$ cat config.mk
export PLATFORM = sky130hd
export DESIGN_NAME = butterworth_biquad_lowpass_top
export DESIGN_NICKNAME = d
export VERILOG_FILES = /design/src/rtl/core/bbl_pkg.sv /design/src/rtl/core/bbl_sequencer.sv /design/src/rtl/core/bbl_datapath.sv /design/src/rtl/core/butterworth_biquad_lowpass_top.sv
export SDC_FILE = /design/constraint.sdc
export NUM_CORES = 2
export LEC_CHECK = 0
export BUFFER_PORTS_ARGS = -buffer_cell sky130_fd_sc_hd__buf_2
export CORE_MARGIN = 2
export CORE_UTILIZATION = 25
export CTS_CLUSTER_SIZE = 30
export DETAILED_ROUTE_END_ITERATION = 8
export MAX_ROUTING_LAYER = met4
export SYNTH_ARGS = -nofsm -noshare
export SYNTH_HDL_FRONTEND = slang
export SYNTH_SLANG_ARGS = --single-unit
$ cat constraint.sdc
create_clock -name clock -period 8.4 [get_ports clock]
set_input_delay 1.68 -clock clock [delete_from_list [all_inputs] [get_ports clock]]
set_output_delay 1.68 -clock clock [all_outputs]
set_load 0.1 [all_outputs]
$ cat src/rtl/core/bbl_pkg.sv
// Shared types, constants and the control program of the biquad low-pass filter.
package bbl_pkg;

   // Fixed field and register widths
   localparam int COEF_B0_BITS  = 17;
   localparam int COEF_A_BITS   = 18;
   localparam int DELAY_BITS    = 32;
   localparam int SUM_BITS      = DELAY_BITS + 2;
   localparam int PROD_BITS     = COEF_A_BITS + SUM_BITS;
   localparam int CSR_DATA_BITS = 18;
   localparam int CSR_ADDR_BITS = 2;
   localparam int STEP_BITS     = 3;

   // Configuration register indexes
   localparam logic [CSR_ADDR_BITS-1:0] CSR_FILTER_ENABLE = 2'd0;
   localparam logic [CSR_ADDR_BITS-1:0] CSR_COEF_B0       = 2'd1;
   localparam logic [CSR_ADDR_BITS-1:0] CSR_COEF_A1       = 2'd2;
   localparam logic [CSR_ADDR_BITS-1:0] CSR_COEF_A2       = 2'd3;

   typedef logic [STEP_BITS-1:0] step_type;

   // Program addresses
   localparam step_type STEP_WAIT = 3'd0;
   localparam step_type STEP_MA1  = 3'd1;
   localparam step_type STEP_MA2  = 3'd2;
   localparam step_type STEP_SUB  = 3'd3;
   localparam step_type STEP_W0   = 3'd4;
   localparam step_type STEP_MB0  = 3'd5;
   localparam step_type STEP_OUT  = 3'd6;

   typedef enum logic [1:0] {
      MUL_NONE,
      MUL_A1W1,
      MUL_A2W2,
      MUL_B0S
   } mul_sel_type;

   typedef enum logic [1:0] {
      JMP_NEXT,
      JMP_ACCEPT,
      JMP_OUT,
      JMP_START
   } jump_type;

   // One control word of the program
   typedef struct packed {
      mul_sel_type mul_sel;
      logic        acc_sub;
      logic        w0_load;
      logic        out_load;
      jump_type    jump;
   } ucode_type;

   // Strobes from the sequencer to the datapath
   typedef struct packed {
      logic        acc_load;
      mul_sel_type mul_sel;
      logic        acc_sub;
      logic        w0_load;
      logic        out_load;
   } ctrl_type;

   // Control store: one word per program step
   function automatic ucode_type ucode_rom(input step_type step);
      ucode_type word;
      word = '{mul_sel: MUL_NONE, acc_sub: 1'b0, w0_load: 1'b0, out_load: 1'b0,
               jump: JMP_START};
      case (step)
         STEP_WAIT: word.jump = JMP_ACCEPT;
         STEP_MA1: begin
            word.mul_sel = MUL_A1W1;
            word.jump    = JMP_NEXT;
         end
         STEP_MA2: begin
            word.mul_sel = MUL_A2W2;
            word.acc_sub = 1'b1;
            word.jump    = JMP_NEXT;
         end
         STEP_SUB: begin
            word.acc_sub = 1'b1;
            word.jump    = JMP_NEXT;
         end
         STEP_W0: begin
            word.w0_load = 1'b1;
            word.jump    = JMP_NEXT;
         end
         STEP_MB0: begin
            word.mul_sel = MUL_B0S;
            word.jump    = JMP_NEXT;
         end
         STEP_OUT: begin
            word.out_load = 1'b1;
            word.jump     = JMP_OUT;
         end
         default: word.jump = JMP_START;
      endcase
      return word;
   endfunction

endpackage

$ cat src/rtl/core/bbl_sequencer.sv
// Step counter and control-store sequencer of the biquad low-pass filter.
module bbl_sequencer (
   input  logic              clock,
   input  logic              reset,
   input  logic              req_valid,
   input  logic              filter_enable,
   input  logic              out_blocked,
   output logic              req_stall,
   output bbl_pkg::ctrl_type ctrl
);
   import bbl_pkg::*;

   step_type  step_ff;
   step_type  step_in;
   ucode_type word;
   logic      accept;
   logic      out_fire;

   // Decode the current control word
   assign word      = ucode_rom(step_ff);
   assign req_stall = (word.jump != JMP_ACCEPT);
   assign accept    = req_valid && !req_stall;
   assign out_fire  = word.out_load && !out_blocked;

   assign ctrl.acc_load = accept;
   assign ctrl.mul_sel  = word.mul_sel;
   assign ctrl.acc_sub  = word.acc_sub;
   assign ctrl.w0_load  = word.w0_load;
   assign ctrl.out_load = out_fire;

   // Pick the next step: advance, branch on accept, or hold on a stalled result
   always_comb begin
      step_in = step_ff;
      case (word.jump)
         JMP_NEXT:   step_in = step_ff + step_type'(1);
         JMP_ACCEPT: begin
            if (accept) begin
               step_in = filter_enable ? STEP_MA1 : STEP_OUT;
            end
         end
         JMP_OUT: begin
            if (!out_blocked) begin
               step_in = STEP_WAIT;
            end
         end
         default:    step_in = STEP_WAIT;
      endcase
   end

   always_ff @(posedge clock) begin
      if (reset) begin
         step_ff <= STEP_WAIT;
      end else begin
         step_ff <= step_in;
      end
   end

`ifndef SYNTHESIS
   a_accept_only_waiting: assert property (@(posedge clock) disable iff (reset)
      !req_stall |-> step_ff == STEP_WAIT)
      else $error("request taken outside the wait step");
   a_filter_branch: assert property (@(posedge clock) disable iff (reset)
      accept && filter_enable |=> step_ff == STEP_MA1)
      else $error("filtered request did not start the program");
   a_bypass_branch: assert property (@(posedge clock) disable iff (reset)
      accept && !filter_enable |=> step_ff == STEP_OUT)
      else $error("bypassed request did not go to the output step");
   a_out_returns: assert property (@(posedge clock) disable iff (reset)
      out_fire |=> step_ff == STEP_WAIT)
      else $error("sequencer did not return after the output step");
`endif

endmodule

$ cat src/rtl/core/bbl_datapath.sv
// Configuration registers, shared multiplier, accumulator, delay terms and result register.
module bbl_datapath #(
   parameter int SAMPLE_BITS    = 16,
   parameter int COEF_FRAC_BITS = 16
) (
   input  logic                                 clock,
   input  logic                                 reset,
   input  bbl_pkg::ctrl_type                    ctrl,
   input  logic                                 csr_write_enable,
   input  logic [bbl_pkg::CSR_ADDR_BITS-1:0]    csr_index,
   input  logic [bbl_pkg::CSR_DATA_BITS-1:0]    csr_write_data,
   input  logic signed [SAMPLE_BITS-1:0]        req_sample_in,
   input  logic                                 rsp_stall,
   output logic                                 filter_enable,
   output logic                                 out_blocked,
   output logic                                 rsp_valid,
   output logic signed [SAMPLE_BITS-1:0]        rsp_sample_out,
   output logic                                 rsp_clipped
);
   import bbl_pkg::*;

   localparam int X_BITS   = SAMPLE_BITS + COEF_FRAC_BITS;
   localparam int ACC_BITS = ((X_BITS > COEF_A_BITS + DELAY_BITS) ?
                              X_BITS : COEF_A_BITS + DELAY_BITS) + 2;
   localparam logic signed [ACC_BITS-1:0]  ACC_HALF  = ACC_BITS'(1) << (COEF_FRAC_BITS - 1);
   localparam logic signed [PROD_BITS-1:0] PROD_HALF = PROD_BITS'(1) << (COEF_FRAC_BITS - 1);
   localparam logic signed [DELAY_BITS-1:0] DELAY_MAX = {1'b0, {(DELAY_BITS-1){1'b1}}};
   localparam logic signed [DELAY_BITS-1:0] DELAY_MIN = {1'b1, {(DELAY_BITS-1){1'b0}}};
   localparam logic signed [SAMPLE_BITS-1:0] SAMPLE_MAX = {1'b0, {(SAMPLE_BITS-1){1'b1}}};
   localparam logic signed [SAMPLE_BITS-1:0] SAMPLE_MIN = {1'b1, {(SAMPLE_BITS-1){1'b0}}};

   logic                            enable_ff;
   logic [COEF_B0_BITS-1:0]         coef_b0_ff;
   logic signed [COEF_A_BITS-1:0]   coef_a1_ff;
   logic signed [COEF_A_BITS-1:0]   coef_a2_ff;
   logic signed [DELAY_BITS-1:0]    delay_one_ff;
   logic signed [DELAY_BITS-1:0]    delay_two_ff;
   logic                            rsp_valid_ff;
   logic signed [SAMPLE_BITS-1:0]   rsp_sample_out_ff;
   logic                            rsp_clipped_ff;

   logic signed [SAMPLE_BITS-1:0]   x_ff;
   logic signed [ACC_BITS-1:0]      acc_ff;
   logic signed [ACC_BITS-1:0]      acc_in;
   logic signed [PROD_BITS-1:0]     prod_ff;
   logic signed [PROD_BITS-1:0]     prod_in;
   logic signed [COEF_A_BITS-1:0]   mul_a;
   logic signed [SUM_BITS-1:0]      mul_b;
   logic signed [DELAY_BITS-1:0]    w0_ff;
   logic signed [DELAY_BITS-1:0]    w0_in;
   logic signed [SUM_BITS-1:0]      s_ff;
   logic signed [SUM_BITS-1:0]      s_in;
   logic                            clip_ff;
   logic                            w0_ovf;

   logic signed [ACC_BITS-1:0]      acc_shift;
   logic [ACC_BITS-DELAY_BITS:0]    acc_top;
   logic signed [PROD_BITS-1:0]     y_round;
   logic signed [PROD_BITS-1:0]     y_shift;
   logic [PROD_BITS-SAMPLE_BITS:0]  y_top;
   logic signed [SAMPLE_BITS-1:0]   y_sat;
   logic                            y_ovf;

   assign filter_enable  = enable_ff;
   assign rsp_valid      = rsp_valid_ff;
   assign rsp_sample_out = rsp_sample_out_ff;
   assign rsp_clipped    = rsp_clipped_ff;
   assign out_blocked    = rsp_valid_ff && rsp_stall;

   // Select multiplier operands for the current step
   always_comb begin
      mul_a = '0;
      mul_b = '0;
      case (ctrl.mul_sel)
         MUL_A1W1: begin
            mul_a = coef_a1_ff;
            mul_b = SUM_BITS'(delay_one_ff);
         end
         MUL_A2W2: begin
            mul_a = coef_a2_ff;
            mul_b = SUM_BITS'(delay_two_ff);
         end
         MUL_B0S: begin
            mul_a = signed'({1'b0, coef_b0_ff});
            mul_b = s_ff;
         end
         default: begin
            mul_a = '0;
            mul_b = '0;
         end
      endcase
   end
   assign prod_in = mul_a * mul_b;

   // Load the scaled sample with rounding offset, or subtract a feedback product
   always_comb begin
      acc_in = acc_ff;
      if (ctrl.acc_load) begin
         acc_in = (ACC_BITS'(req_sample_in) <<< COEF_FRAC_BITS) + ACC_HALF;
      end else if (ctrl.acc_sub) begin
         acc_in = acc_ff - ACC_BITS'(prod_ff);
      end
   end

   // Round and clamp the new delay term, then form the feed-forward sum
   always_comb begin
      acc_shift = acc_ff >>> COEF_FRAC_BITS;
      acc_top   = acc_shift[ACC_BITS-1:DELAY_BITS-1];
      w0_ovf    = !((&acc_top) || !(|acc_top));
      if (!w0_ovf) begin
         w0_in = acc_shift[DELAY_BITS-1:0];
      end else if (acc_shift[ACC_BITS-1]) begin
         w0_in = DELAY_MIN;
      end else begin
         w0_in = DELAY_MAX;
      end
      s_in = SUM_BITS'(w0_in) + (SUM_BITS'(delay_one_ff) <<< 1) + SUM_BITS'(delay_two_ff);
   end

   // Round and clamp the output sample
   always_comb begin
      y_round = prod_ff + PROD_HALF;
      y_shift = y_round >>> COEF_FRAC_BITS;
      y_top   = y_shift[PROD_BITS-1:SAMPLE_BITS-1];
      y_ovf   = !((&y_top) || !(|y_top));
      if (!y_ovf) begin
         y_sat = y_shift[SAMPLE_BITS-1:0];
      end else if (y_shift[PROD_BITS-1]) begin
         y_sat = SAMPLE_MIN;
      end else begin
         y_sat = SAMPLE_MAX;
      end
   end

   // Working registers of the program
   always_ff @(posedge clock) begin
      acc_ff <= acc_in;
      if (ctrl.acc_load) begin
         x_ff <= req_sample_in;
      end
      if (ctrl.mul_sel != MUL_NONE) begin
         prod_ff <= prod_in;
      end
      if (ctrl.w0_load) begin
         w0_ff   <= w0_in;
         s_ff    <= s_in;
         clip_ff <= w0_ovf;
      end
   end

   // Result payload: filtered sample or the bypassed input
   always_ff @(posedge clock) begin
      if (ctrl.out_load) begin
         if (enable_ff) begin
            rsp_sample_out_ff <= y_sat;
            rsp_clipped_ff    <= clip_ff || y_ovf;
         end else begin
            rsp_sample_out_ff <= x_ff;
            rsp_clipped_ff    <= 1'b0;
         end
      end
   end

   // Configuration, delay terms and result valid
   always_ff @(posedge clock) begin
      if (reset) begin
         enable_ff    <= 1'b0;
         coef_b0_ff   <= '0;
         coef_a1_ff   <= '0;
         coef_a2_ff   <= '0;
         delay_one_ff <= '0;
         delay_two_ff <= '0;
         rsp_valid_ff <= 1'b0;
      end else begin
         if (csr_write_enable) begin
            case (csr_index)
               CSR_FILTER_ENABLE: enable_ff  <= csr_write_data[0];
               CSR_COEF_B0:       coef_b0_ff <= csr_write_data[COEF_B0_BITS-1:0];
               CSR_COEF_A1:       coef_a1_ff <= signed'(csr_write_data[COEF_A_BITS-1:0]);
               CSR_COEF_A2:       coef_a2_ff <= signed'(csr_write_data[COEF_A_BITS-1:0]);
               default:           enable_ff  <= enable_ff;
            endcase
            delay_one_ff <= '0;
            delay_two_ff <= '0;
         end else if (ctrl.out_load && enable_ff) begin
            delay_two_ff <= delay_one_ff;
            delay_one_ff <= w0_ff;
         end
         if (ctrl.out_load) begin
            rsp_valid_ff <= 1'b1;
         end else if (!rsp_stall) begin
            rsp_valid_ff <= 1'b0;
         end
      end
   end

`ifndef SYNTHESIS
   a_config_clears_state: assert property (@(posedge clock) disable iff (reset)
      csr_write_enable |=> delay_one_ff == '0 && delay_two_ff == '0)
      else $error("configuration write left delay state behind");
   a_load_shows_result: assert property (@(posedge clock) disable iff (reset)
      ctrl.out_load |=> rsp_valid_ff)
      else $error("loaded result not presented");
`endif

endmodule

$ cat src/rtl/core/butterworth_biquad_lowpass_top.sv
// Top level of the second-order Butterworth low-pass biquad filter.
//
// Requests arrive on req_valid/req_stall with one signed sample in req_sample_in;
// each produces exactly one result on rsp_valid/rsp_stall carrying rsp_sample_out
// and rsp_clipped. A side holding valid with stall low completes a transfer.
// Coefficients and the enable are written through csr_write_enable/csr_index/
// csr_write_data; the user must write them only while no request is in progress,
// which the block itself does not enforce. Every write clears both delay terms.
// One shared 18 x 34 bit multiplier runs a seven-step control program: the two
// feedback products, rounding and clamping of the new delay term, and the
// feed-forward product. A request is taken only in the wait step, so the block
// takes no new request before it is through with the previous one.
// With the filter disabled the sample is passed through to the output step.
// Reset clears the configuration to zero (filter disabled), the delay terms and
// the result valid. While the receiver stalls, the result register holds; the next
// request is still taken and worked on, and it waits at the output step until the
// register frees.
module butterworth_biquad_lowpass_top #(
   parameter int SAMPLE_BITS    = 16,
   parameter int COEF_FRAC_BITS = 16
) (
   input  logic                              clock,
   input  logic                              reset,
   input  logic                              req_valid,
   output logic                              req_stall,
   input  logic signed [SAMPLE_BITS-1:0]     req_sample_in,
   output logic                              rsp_valid,
   input  logic                              rsp_stall,
   output logic signed [SAMPLE_BITS-1:0]     rsp_sample_out,
   output logic                              rsp_clipped,
   input  logic                              csr_write_enable,
   input  logic [bbl_pkg::CSR_ADDR_BITS-1:0] csr_index,
   input  logic [bbl_pkg::CSR_DATA_BITS-1:0] csr_write_data
);
   import bbl_pkg::*;

   ctrl_type ctrl;
   logic     filter_enable;
   logic     out_blocked;

   bbl_sequencer u_sequencer (
      .clock         (clock),
      .reset         (reset),
      .req_valid     (req_valid),
      .filter_enable (filter_enable),
      .out_blocked   (out_blocked),
      .req_stall     (req_stall),
      .ctrl          (ctrl)
   );

   bbl_datapath #(
      .SAMPLE_BITS    (SAMPLE_BITS),
      .COEF_FRAC_BITS (COEF_FRAC_BITS)
   ) u_datapath (
      .clock            (clock),
      .reset            (reset),
      .ctrl             (ctrl),
      .csr_write_enable (csr_write_enable),
      .csr_index        (csr_index),
      .csr_write_data   (csr_write_data),
      .req_sample_in    (req_sample_in),
      .rsp_stall        (rsp_stall),
      .filter_enable    (filter_enable),
      .out_blocked      (out_blocked),
      .rsp_valid        (rsp_valid),
      .rsp_sample_out   (rsp_sample_out),
      .rsp_clipped      (rsp_clipped)
   );

endmodule

==> metrics.cfg <==
[synth]
syn-num-nets = 5236
syn_area_sq_um = 39000
synth_cell_types = 72
avgSynthCellArea_sq_um = 8.93
synth_ff_type = edfxtp_1
synth_edf_count = 204
ys_seq_area_frac = 0.220
yosysWarnings = 0
synthTopCellsByArea = fa_1 (32%), edfxtp_1 (16%), inv_1 (7.4%)
synthCells = 4362
netlist_top_cells_count = inv_1 (765), nand2_1 (646), fa_1 (619)
ys_ff_latch = 326
synth.most_common_cell = inv_1
synth_top_area_frac = 0.318
synthArstFlopShare = 0
synth_largest_area_cell = fa_1

[clocking]
cts_tree = yes
holdBufCountCts = 0
clkLatencyLatePin_ps = 580
cts_max_level = 2
cts.sinks = 326
cts_buffers = 39
cts-root-buf = clkbuf_16
path_clk_slew_ps = 60
clock_path_buffers = 3

[worst_hold_path]
hp-start = u_datapath.coef_a1_ff[7]$_SDFFE_PP0P_
worstHoldPathCells = 2
hold_path.class = reg2reg

[critical_path]
cp-start-kind = register
r2r-start = u_sequencer.step_ff[0]$_SDFFE_PP0P_
cp-startpoint = u_sequencer.step_ff[0]$_SDFFE_PP0P_
critPathKind = reg2reg
worst_ep_arrival_time_ps = 8440
cpMostUsedCell = fa_1
cp_max_fo = 13
cp_data_required_time_ps = 8720
cp_slowest_cell = fa_1
end_kind = register
slowest_delay_ps = 520
reg2regPathDepth = 34

[sta]
finalCritPeriodShare = 0.966
relSlewSlack = 0.265
tightest_slew_ps = 1100
hold_viol = 0
setup_violations = 0
final.setup_skew_ps = 19.1
finalCriticalPeriod_ps = 8120
drv_slew = 0
fmax_ghz = 0.123
setup-tns-final_ps = 0

[floorplanning]
ioPinCount = 60
die-area_sq_um = 159000
core.rowCount = 144
die_w_microns = 399
core-area_sq_um = 154000
start_util = 0.252
die_h_microns = 399

[global_routing]
antenna_found_initial = 7
overflow = 0
groute.usage.overall = 0.150
grt_pass1_wl_mm = 181
grt_pass1_vias = 31100
grt_max_degree = 78

[power_and_ir_drop]
finalPower_w = 0.00888
p_switching_w = 0.00385
power.sequential.fraction = 0.298
swShare = 0.433
combPwrFrac = 0.498
vdd_drop_max_mv = 0.152
clkPwrFrac = 0.204
p_leak_nw = 20.3
pwr_density_cell_nw_per_um2 = 200
internal_power_w = 0.00503

[route]
ant_nets = 0
dr.pass1.iters = 6
drt-total-wl_mm = 116
drt-wirelength-per-cell_microns = 17.7
drc = 0
via_per_inst = 4.69
vias = 30800
drtIter0Drc = 2425

[place]
gp_congestion = 0.941
hpwl_mm = 96.2
numPortBuffers = 59
dp.cells = 6471

[finish]
fin_nets = 5350
final_core_util = 0.288
drive_gt1_frac = 0.0885
area_delta_synth_final_pct = 14.0
stdcell_count = 6557

[outcome]
status = completed

[flow_run]
drv_cap = 0

[worst max-delay path: cells and delay by family, from the launching register on]
kind | cells | cell delay (ps)
xor gates and xnor gates | 1 | 90
DFF | 1 | 370
adders and majority gates | 8 | 3530
and+or+nand+nor | 6 | 860
buffers and inverters | 12 | 1580
AOI/OAI and AO/OA | 7 | 1360
[worst paths after layout]
| path | end | slack [ps] |
|---|---|---|
| max reg2reg | u_datapath.prod_ff[47]$_DFFE_PP_ | 280 |
| max | u_datapath.prod_ff[47]$_DFFE_PP_ | 280 |
| min reg2reg | u_datapath.coef_a1_ff[7]$_SDFFE_PP0P_ | 450 |
| min | u_datapath.coef_a1_ff[7]$_SDFFE_PP0P_ | 450 |
[state kept, by name, indices dropped and copies added (netlist names)]
register	count
u_datapath.acc_ff	52
u_datapath.filter_enable	1
u_datapath.rsp_clipped	1
u_sequencer.step_ff	3
u_datapath.w0_ff	32
u_datapath.prod_ff	52
u_datapath.coef_a2_ff	18
u_datapath.rsp_valid	1
u_datapath.clip_ff	1
u_datapath.s_ff	34
u_datapath.coef_a1_ff	18
u_datapath.rsp_sample_out	16
u_datapath.delay_one_ff	32
u_datapath.x_ff	16
u_datapath.delay_two_ff	32
u_datapath.coef_b0_ff	17
[final cells by class]
type / instances / area (sq um)
diodes: 7 / 17.5
flip-flops and latches: 326 / 8570
multi-input cells: 3077 / 26900
repair buffers: 266 / 2100
clock buffers: 52 / 1110
well taps: 2044 / 2560
fillers: 16300 / 110000
inverters: 766 / 2880
clock inverters: 19 / 258
[logic make-up after synthesis]
group,after synthesis,share of synthesized area
DFF,326,0.220
buffers and inverters,959,0.0928
muxes,7,0.00190
AOI/OAI and AO/OA,774,0.125
adders and majority gates,833,0.387
and+or+nand+nor,1317,0.141
xor gates and xnor gates,146,0.0328
[placed cells by master, fill, tap and decap left out, drive strengths merged, types with 17 or more instances in the layout]
| cell type | n |
|---|---|
| o21ai | 94 |
| a31oi | 20 |
| o21a | 17 |
| nand4 | 25 |
| nor3 | 27 |
| ha | 214 |
| buf | 264 |
| nand3 | 45 |
| and2 | 19 |
| clkbuf | 54 |
| a22oi | 48 |
| nor2b | 23 |
| fa | 619 |
| o21bai | 19 |
| dfxtp | 122 |
| a21oi | 320 |
| nor2 | 446 |
| xor2 | 46 |
| nand2 | 646 |
| a21o | 159 |
| edfxtp | 204 |
| inv | 770 |
| xnor2 | 100 |
[stage by stage]
step / setup slack (ps) / cell area (sq um) / hold WS (ps)
after floorplan: 303 / 39000 / 436
after global placement: 216 / 42900 / 443
after detailed placement: 128 / 42900 / 446
after CTS: 75.9 / 44200 / 454
after global routing: -3.38 / 44400 / 469
final: 282 / 44400 / 453
[layer usage]
| metal | GRT usage | wire [microns] | up-vias |
|---|---|---|---|
| met1 | 0.196 | 49900 | 15500 |
| met5 | - | 0 | - |
| met3 | 0.0262 | 8470 | 202 |
| met4 | 0.0450 | 4020 | 0 |
| met2 | 0.238 | 54000 | 961 |
| li1 | - | - | 14100 |
[power groups by stage]
stage / logic [W] / clock network [W] / registers, W
2_1_floorplan: 0.00303 / 0 / 0.00262
3_3_place_gp: 0.00427 / 0 / 0.00267
3_5_place_dp: 0.00432 / 0 / 0.00268
4_1_cts: 0.00435 / 0.00186 / 0.00265
5_1_grt: 0.00488 / 0.00191 / 0.00268
6_report: 0.00442 / 0.00181 / 0.00265
[timing repair]
item | CTS | global route
setup buffers | 0 | 6
endpoints found under the setup margin | 0 | 18
resized for setup | 0 | 25
Note: power is estimated with default switching activity, not from simulation.
